### config.mk
export PLATFORM = sky130hd
export DESIGN_NAME = distance_vector_route_table
export DESIGN_NICKNAME = d
export VERILOG_FILES = /design/src/hdl/dvrt_pkg.sv /design/src/hdl/dvrt_ram.sv /design/src/hdl/distance_vector_route_table.sv
export SDC_FILE = /design/constraint.sdc
export NUM_CORES = 2
export LEC_CHECK = 0
export ABC_AREA = 1
export BUFFER_PORTS_ARGS = -buffer_cell sky130_fd_sc_hd__buf_4
export CAP_MARGIN = 0
export CORE_UTILIZATION = 45
export DETAILED_ROUTE_END_ITERATION = 8
export PLACE_DENSITY = 0.71
export RECOVER_POWER = 100
export SKIP_LAST_GASP = 1
export SLEW_MARGIN = 30
export SYNTH_ARGS = -nofsm -noshare
export SYNTH_HDL_FRONTEND = slang
export SYNTH_HIERARCHICAL = 1
export SYNTH_SLANG_ARGS = --single-unit
### constraint.sdc
create_clock -name clk -period 23.2 [get_ports clk]
set_input_delay 2.32 -clock clk [delete_from_list [all_inputs] [get_ports clk]]
set_output_delay 2.32 -clock clk [all_outputs]
set_load 0.005 [all_outputs]
### src/hdl/dvrt_pkg.sv
package dvrt_pkg;

    localparam int TABLE_DEPTH = 32;
    localparam int MAX_RESULTS = 32;

    localparam logic [2:0] STATUS_ADDED      = 3'd0;
    localparam logic [2:0] STATUS_SET        = 3'd1;
    localparam logic [2:0] STATUS_REPLACED   = 3'd2;
    localparam logic [2:0] STATUS_UNCHANGED  = 3'd3;
    localparam logic [2:0] STATUS_FULL       = 3'd4;
    localparam logic [2:0] STATUS_ADVERTISED = 3'd5;

    localparam logic FUNC_UPDATE    = 1'b0;
    localparam logic FUNC_ADVERTISE = 1'b1;

    typedef struct packed {
        logic        func;
        logic [31:0] neighbor_addr;
        logic [31:0] dest_addr;
        logic [15:0] adv_metric;
    } cmd_t;

    typedef struct packed {
        logic [2:0]  status;
        logic [31:0] route_dest;
        logic [15:0] route_metric;
        logic        last_entry;
    } res_t;

    typedef struct packed {
        logic [31:0] dest;
        logic [15:0] metric;
        logic [31:0] gateway;
    } entry_t;

    typedef enum logic [1:0] {
        ST_IDLE,
        ST_SCAN,
        ST_FLUSH
    } state_t;

endpackage

### src/hdl/dvrt_ram.sv
module dvrt_ram #(
    parameter int WIDTH = 8,
    parameter int DEPTH = 32
) (
    input  logic                     clk,
    input  logic                     we,
    input  logic [$clog2(DEPTH)-1:0] waddr,
    input  logic [WIDTH-1:0]         wdata,
    input  logic [$clog2(DEPTH)-1:0] raddr,
    output logic [WIDTH-1:0]         rdata
);

    logic [WIDTH-1:0] mem [DEPTH];

    always_ff @(posedge clk)
    begin
        if (we)
        begin
            mem[waddr] <= wdata;
        end
        rdata <= mem[raddr];
    end

endmodule

### src/hdl/distance_vector_route_table.sv
// Route table: one entry read per cycle from a registered-read RAM, at most one write per update.
// Update: the result strobe comes early on a destination hit, else once the whole table is
// scanned; busy until then, so a new item is taken only after the last one is done.
// Advertise: at most one result per cycle during the scan, the last one held back and sent
// from the flush state, none if no route qualifies; the scan stops at MAX_RESULTS routes.
// Reset: valid bits cleared at once, table enabled, no clearing pass; results cannot stall.
module distance_vector_route_table #(
    parameter int TABLE_DEPTH = dvrt_pkg::TABLE_DEPTH
) (
    input  logic           clk,
    input  logic           rst_n,
    input  logic           start,
    input  dvrt_pkg::cmd_t cmd,
    output logic           busy,
    output logic           result_valid,
    output dvrt_pkg::res_t result,
    input  logic           cfg_we,
    input  logic           cfg_wdata
);

    localparam int IDX_W = $clog2(TABLE_DEPTH);
    localparam int CNT_W = $clog2(dvrt_pkg::MAX_RESULTS + 1);
    localparam logic [IDX_W-1:0] LAST_IDX = IDX_W'(TABLE_DEPTH - 1);
    localparam logic [CNT_W-1:0] CNT_MAX  = CNT_W'(dvrt_pkg::MAX_RESULTS);

    dvrt_pkg::state_t state_reg, state_next;
    logic                   enabled_reg;
    logic                   func_reg, func_next;
    logic [31:0]            nbr_reg, nbr_next;
    logic [31:0]            dst_reg, dst_next;
    logic [15:0]            metric_reg, metric_next;
    logic [IDX_W-1:0]       addr_reg, addr_next;
    logic                   issue_reg, issue_next;
    logic                   rd_pend_reg, rd_pend_next;
    logic [IDX_W-1:0]       rd_idx_reg, rd_idx_next;
    logic                   free_found_reg, free_found_next;
    logic [IDX_W-1:0]       free_idx_reg, free_idx_next;
    logic                   pend_valid_reg, pend_valid_next;
    dvrt_pkg::res_t         pend_reg, pend_next;
    logic [CNT_W-1:0]       total_reg, total_next;
    logic [TABLE_DEPTH-1:0] valid_reg, valid_next;
    logic                   out_valid_reg, out_valid_next;
    dvrt_pkg::res_t         out_reg, out_next;

    logic                   mem_we;
    logic [IDX_W-1:0]       mem_waddr;
    dvrt_pkg::entry_t       mem_wdata;
    dvrt_pkg::entry_t       mem_rdata;

    logic                   accept;
    logic                   cur_valid;
    logic                   last_proc;
    logic                   eff_free;
    logic [IDX_W-1:0]       eff_free_idx;

    dvrt_ram #(
        .WIDTH ($bits(dvrt_pkg::entry_t)),
        .DEPTH (TABLE_DEPTH)
    ) u_ram (
        .clk   (clk),
        .we    (mem_we),
        .waddr (mem_waddr),
        .wdata (mem_wdata),
        .raddr (addr_reg),
        .rdata (mem_rdata)
    );

    assign busy         = (state_reg != dvrt_pkg::ST_IDLE);
    assign accept       = start && !busy;
    assign result_valid = out_valid_reg;
    assign result       = out_reg;

    assign cur_valid    = valid_reg[rd_idx_reg];
    assign last_proc    = (rd_idx_reg == LAST_IDX);
    assign eff_free     = free_found_reg || !cur_valid;
    assign eff_free_idx = free_found_reg ? free_idx_reg : rd_idx_reg;

    always_ff @(posedge clk or negedge rst_n)
    begin
        if (!rst_n)
        begin
            state_reg      <= dvrt_pkg::ST_IDLE;
            enabled_reg    <= 1'b1;
            issue_reg      <= 1'b0;
            rd_pend_reg    <= 1'b0;
            free_found_reg <= 1'b0;
            pend_valid_reg <= 1'b0;
            total_reg      <= '0;
            valid_reg      <= '0;
            out_valid_reg  <= 1'b0;
        end
        else
        begin
            state_reg      <= state_next;
            if (cfg_we)
            begin
                enabled_reg <= cfg_wdata;
            end
            issue_reg      <= issue_next;
            rd_pend_reg    <= rd_pend_next;
            free_found_reg <= free_found_next;
            pend_valid_reg <= pend_valid_next;
            total_reg      <= total_next;
            valid_reg      <= valid_next;
            out_valid_reg  <= out_valid_next;
        end
    end

    always_ff @(posedge clk)
    begin
        func_reg     <= func_next;
        nbr_reg      <= nbr_next;
        dst_reg      <= dst_next;
        metric_reg   <= metric_next;
        addr_reg     <= addr_next;
        rd_idx_reg   <= rd_idx_next;
        free_idx_reg <= free_idx_next;
        pend_reg     <= pend_next;
        out_reg      <= out_next;
    end

    always_comb
    begin
        state_next      = state_reg;
        func_next       = func_reg;
        nbr_next        = nbr_reg;
        dst_next        = dst_reg;
        metric_next     = metric_reg;
        addr_next       = addr_reg;
        issue_next      = issue_reg;
        rd_pend_next    = 1'b0;
        rd_idx_next     = addr_reg;
        free_found_next = free_found_reg;
        free_idx_next   = free_idx_reg;
        pend_valid_next = pend_valid_reg;
        pend_next       = pend_reg;
        total_next      = total_reg;
        valid_next      = valid_reg;
        out_valid_next  = 1'b0;
        out_next        = out_reg;
        mem_we          = 1'b0;
        mem_waddr       = rd_idx_reg;
        mem_wdata       = '{dest: dst_reg, metric: metric_reg, gateway: nbr_reg};

        case (state_reg)
            dvrt_pkg::ST_IDLE:
            begin
                if (accept && enabled_reg)
                begin
                    state_next      = dvrt_pkg::ST_SCAN;
                    func_next       = cmd.func;
                    nbr_next        = cmd.neighbor_addr;
                    dst_next        = cmd.dest_addr;
                    metric_next     = (cmd.adv_metric == 16'hFFFF) ? 16'hFFFF
                                                                  : cmd.adv_metric + 16'd1;
                    addr_next       = '0;
                    issue_next      = 1'b1;
                    free_found_next = 1'b0;
                    pend_valid_next = 1'b0;
                    total_next      = '0;
                end
            end

            dvrt_pkg::ST_SCAN:
            begin
                if (issue_reg)
                begin
                    rd_pend_next = 1'b1;
                    issue_next   = (addr_reg != LAST_IDX);
                    addr_next    = (addr_reg != LAST_IDX) ? addr_reg + IDX_W'(1) : addr_reg;
                end

                if (rd_pend_reg)
                begin
                    if (func_reg == dvrt_pkg::FUNC_UPDATE)
                    begin
                        if (cur_valid && (mem_rdata.dest == dst_reg))
                        begin
                            out_valid_next      = 1'b1;
                            out_next.route_dest = dst_reg;
                            out_next.last_entry = 1'b1;
                            state_next          = dvrt_pkg::ST_IDLE;
                            rd_pend_next        = 1'b0;
                            issue_next          = 1'b0;
                            if (mem_rdata.gateway == nbr_reg)
                            begin
                                mem_we                = 1'b1;
                                out_next.route_metric = metric_reg;
                                out_next.status       = (mem_rdata.metric != metric_reg)
                                                      ? dvrt_pkg::STATUS_SET
                                                      : dvrt_pkg::STATUS_UNCHANGED;
                            end
                            else if (metric_reg < mem_rdata.metric)
                            begin
                                mem_we                = 1'b1;
                                out_next.route_metric = metric_reg;
                                out_next.status       = dvrt_pkg::STATUS_REPLACED;
                            end
                            else
                            begin
                                out_next.route_metric = mem_rdata.metric;
                                out_next.status       = dvrt_pkg::STATUS_UNCHANGED;
                            end
                        end
                        else
                        begin
                            if (!free_found_reg && !cur_valid)
                            begin
                                free_found_next = 1'b1;
                                free_idx_next   = rd_idx_reg;
                            end
                            if (last_proc)
                            begin
                                out_valid_next        = 1'b1;
                                out_next.route_dest   = dst_reg;
                                out_next.route_metric = metric_reg;
                                out_next.last_entry   = 1'b1;
                                state_next            = dvrt_pkg::ST_IDLE;
                                if (eff_free)
                                begin
                                    mem_we                 = 1'b1;
                                    mem_waddr              = eff_free_idx;
                                    valid_next[eff_free_idx] = 1'b1;
                                    out_next.status        = dvrt_pkg::STATUS_ADDED;
                                end
                                else
                                begin
                                    out_next.status = dvrt_pkg::STATUS_FULL;
                                end
                            end
                        end
                    end
                    else
                    begin
                        if (cur_valid && (mem_rdata.gateway != nbr_reg))
                        begin
                            // hold the newest route back until it is known not to be the last
                            if (pend_valid_reg)
                            begin
                                out_valid_next      = 1'b1;
                                out_next            = pend_reg;
                                out_next.last_entry = 1'b0;
                            end
                            pend_valid_next = 1'b1;
                            pend_next       = '{status: dvrt_pkg::STATUS_ADVERTISED,
                                                route_dest: mem_rdata.dest,
                                                route_metric: mem_rdata.metric,
                                                last_entry: 1'b1};
                            total_next      = total_reg + CNT_W'(1);
                        end
                        if ((total_next == CNT_MAX) || last_proc)
                        begin
                            rd_pend_next = 1'b0;
                            issue_next   = 1'b0;
                            state_next   = pend_valid_next ? dvrt_pkg::ST_FLUSH
                                                           : dvrt_pkg::ST_IDLE;
                        end
                    end
                end
            end

            dvrt_pkg::ST_FLUSH:
            begin
                out_valid_next      = 1'b1;
                out_next            = pend_reg;
                out_next.last_entry = 1'b1;
                pend_valid_next     = 1'b0;
                state_next          = dvrt_pkg::ST_IDLE;
            end

            default:
            begin
                state_next = dvrt_pkg::ST_IDLE;
            end
        endcase
    end

    a_result_from_work: assert property (@(posedge clk) disable iff (!rst_n)
        result_valid |-> $past(state_reg) != dvrt_pkg::ST_IDLE)
        else $error("result transfer without an item in progress");

    a_write_on_update: assert property (@(posedge clk) disable iff (!rst_n)
        mem_we |-> (state_reg == dvrt_pkg::ST_SCAN) && (func_reg == dvrt_pkg::FUNC_UPDATE))
        else $error("table write outside an update");

    a_update_single: assert property (@(posedge clk) disable iff (!rst_n)
        result_valid && (result.status != dvrt_pkg::STATUS_ADVERTISED) |-> result.last_entry)
        else $error("update result not marked last");

    a_gap_after_last: assert property (@(posedge clk) disable iff (!rst_n)
        result_valid && result.last_entry |=> !result_valid)
        else $error("result follows the last one of an item");

    a_count_cap: assert property (@(posedge clk) disable iff (!rst_n)
        total_reg <= CNT_MAX)
        else $error("advertise count beyond cap");

endmodule
==> impl_metrics.env <==
export IMPL_clock_sinks=2882
export IMPL_rsz0062_at_grt="false"
export IMPL_violations="capacitance limit, slew limit"
export IMPL_maxSlewHeadroom=-6.04
export IMPL_start_kind="flop"
export IMPL_syn_nets=9608
export IMPL_area_growth_pct=11.2
export IMPL_critPathMaxFanout=163
export IMPL_hold_viol_final=0
export IMPL_regMostFlops="u_ram/mem"
export IMPL_clk_latency_ns=0.95
export IMPL_dieArea_um2=257000
export IMPL_ctsHoldBuffers=0
export IMPL_r2r_end="u_ram/rdata[75]"
export IMPL_synth_area_um2=115000
export IMPL_finalPower_mw=14.7
export IMPL_worstMarginPinSlew_ns=10.56
export IMPL_r2r_start="addr_reg[1]"
export IMPL_worstRegToRegCells=11
export IMPL_core_area_um2=254000
export IMPL_skew_ns=0.0754
export IMPL_placed_area_um2=119000
export IMPL_synthArstFlopShare=0.0160
export IMPL_hold_depth=0
export IMPL_peakVddDrop_v=0.000124
export IMPL_finalSetupViolCount=0
export IMPL_timing_final_crit_period_ns=14.73
export IMPL_cts_buffer_depth=4
export IMPL_max_freq_mhz=67.9
export IMPL_ys_flop_type="edfxtp_1"
export IMPL_largest_reg_flops=2560
export IMPL_routedWlPerCell_um=24.2
export IMPL_cts_post_setup_buffers_inserted=0
export IMPL_cp_end_kind="flop"
export IMPL_drc=0
export IMPL_synthCells=9498
export IMPL_nNetsFinal=9689
export IMPL_drt_wl_total_um=319000
export IMPL_outcome="complete, but fails checks"
export IMPL_pin_count=140
export IMPL_num_rows=185
export IMPL_synth_seq_cells=2882
export IMPL_path_class="reg2reg"
export IMPL_p_seq_frac=0.410
export IMPL_root_buffer="clkbuf_16"
export IMPL_drive_above_1_share=0.0588
export IMPL_min_period_over_period=0.635
export IMPL_vias=76800
export IMPL_worstHoldStart="u_ram/rdata[78]"
export IMPL_gr_total_overflow=0
export IMPL_synth_area_leader_cell="edfxtp_1"
export IMPL_power_frac_comb=0.278
export IMPL_dp_hpwl_um=158000
export IMPL_clock_power_share=0.312
export IMPL_clkTransAtPathRegs_ns=0.06
export IMPL_synth_area_leaders="edfxtp_1 (72%), nand2_1 (11%), nand3_1 (10%)"
export IMPL_fin_tns_setup_ns=0
export IMPL_dr_first_iter_drc_count=10400
export IMPL_grt_total_usage=0.243
export IMPL_min_delay_path_class="reg2reg"
export IMPL_fp_dieW_um=507
export IMPL_vias_per_cell=5.84
export IMPL_grt_pass1_wl_um=469000
export IMPL_fin_area_um2=128000
export IMPL_cts_resized=0
export IMPL_ys_warn_count=6
export IMPL_ant_nets=0
export IMPL_first_pass_iters=9
export IMPL_synthTopCellsByCount="nand2_1 (3272), edfxtp_1 (2751), nand3_1 (2297)"
export IMPL_synth_edf_count=2751
export IMPL_seq_area_frac_synth=0.745
export IMPL_dp_cells=12600
export IMPL_drv_slew=4362
export IMPL_internal_power_mw=9.73
export IMPL_power_switching_mw=4.93
export IMPL_p_sw_frac=0.336
export IMPL_cap_viol_max_count=110
export IMPL_place_congestion=0.840
export IMPL_whs_endpoint="pend_reg[47]"
export IMPL_yosysUniqueCellTypes=45
export IMPL_portBuffers=139
export IMPL_syn_avg_cell_area_um2=12.1
export IMPL_yosysTopAreaCellShare=0.720
export IMPL_start_util=0.452
export IMPL_antenna_found_initial=22
export IMPL_cts_tree="done"
export IMPL_cellLeakagePower_nw=45.3
export IMPL_worstPathArrival_ns=15.61
export IMPL_crit_required_ns=24.09
export IMPL_yosysMostFrequentCell="nand2_1"
export IMPL_grt_max_degree=217
export IMPL_die_h_um=507
export IMPL_htree_levels=5
export IMPL_grt_pass1_vias=73600
export IMPL_stdcell_count=13200
export IMPL_cts_made_buffers=297
export IMPL_reg2reg_slack_ns=8.47
export IMPL_p_per_area_nw_per_um2=115
-- worst max-delay path by stage --
stage / startpoint / endpoint / slack [ns] / cells past startpoint
after floorplan: start / total_reg[5] / 13.51 / 5
after global placement: nbr_reg[8] / u_ram/mem[17][32] / 15.96 / 14
after detailed placement: nbr_reg[8] / u_ram/mem[25][35] / 15.79 / 14
after CTS: nbr_reg[8] / u_ram/mem[25][36] / 15.72 / 14
after global routing: addr_reg[1] / u_ram/rdata[48] / 8.18 / 11
final: addr_reg[1] / u_ram/rdata[75] / 8.47 / 11
-- worst max-delay path, cell delays in order, from the launching register on --
cell	delay, ns
edfxtp_1	0.33
clkbuf_1	6.68
inv_8	2.50
clkbuf_1	1.92
buf_6	0.83
buf_4	0.46
buf_4	0.50
nand3_1	0.21
nand3_1	0.09
nand3_1	0.12
nand3_1	0.34
nand2_1	0.15
-- kinds of logic after synthesis --
| kind of cell | share of synthesized area |
|---|---|
| AO/OA/AOI/OAI | 0.00774 |
| XOR/XNOR | 0.00496 |
| adder cells (fa/ha/maj) | 0.00262 |
| buffers and inverters | 0.0274 |
| flip-flops | 0.745 |
| AND/OR/NAND/NOR | 0.213 |
-- power groups by stage --
stage	Sequential, mW	Clock, mW	Combinational [mW]
final	6.01	4.58	4.07
after global placement	6.11	0	3.83
after CTS	6.01	4.63	3.92
after global routing	6.02	4.81	4.39
after detailed placement	6.12	0	3.89
after floorplan	6.14	0	2.65
-- layout by cell type (no fill, tap or decap), types with 11 or more instances in the layout --
cell | netlist | layout
xnor2_1 | 54 | 54
clkinv_2 | 0 | 45
clkbuf_4 | 0 | 52
dfxtp_1 | 85 | 85
clkbuf_16 | 0 | 304
o21bai_2 | 30 | 30
bufinv_16 | 0 | 23
buf_4 | 13 | 42
nor3_1 | 14 | 14
ha_1 | 24 | 24
nor2_1 | 95 | 78
nor2_4 | 0 | 17
inv_1 | 111 | 113
nand3_1 | 2297 | 2299
dfrtp_1 | 45 | 45
clkinv_1 | 1 | 53
buf_6 | 8 | 15
xor2_1 | 11 | 11
edfxtp_1 | 2751 | 2751
o21ai_0 | 51 | 51
clkbuf_1 | 135 | 304
a21oi_1 | 32 | 32
nand2_1 | 3272 | 3274
-- stage by stage --
step            util  worst slack (ns)  hold slack [ns]
2_1_floorplan      -             13.51            0.365
3_3_place_gp   0.469             15.96            0.432
3_5_place_dp   0.470             15.79            0.435
4_1_cts        0.506             15.72            0.423
5_1_grt        0.503              8.18            0.427
6_report       0.503              8.47            0.422
-- layout make-up --
type,count,area [um2]
Antenna cell,4,10.0
Clock buffer,381,7950
Clock inverter,133,1220
Fill cell,21200,126000
Inverter,119,489
Multi-Input combinational cell,5926,26300
Sequential cell,2882,85500
Tap cell,3366,4210
Timing Repair Buffer,353,2020
-- per-layer routing --
metal | GRT usage | vias to the layer above | share of wire
met5 | 0 | - | 0.000085
met4 | 0.107 | 4 | 0.043
met3 | 0.0406 | 754 | 0.11
met2 | 0.386 | 4943 | 0.47
met1 | 0.331 | 37500 | 0.38
li1 | - | 33600 | -
Power figures use the tool's default switching activity.
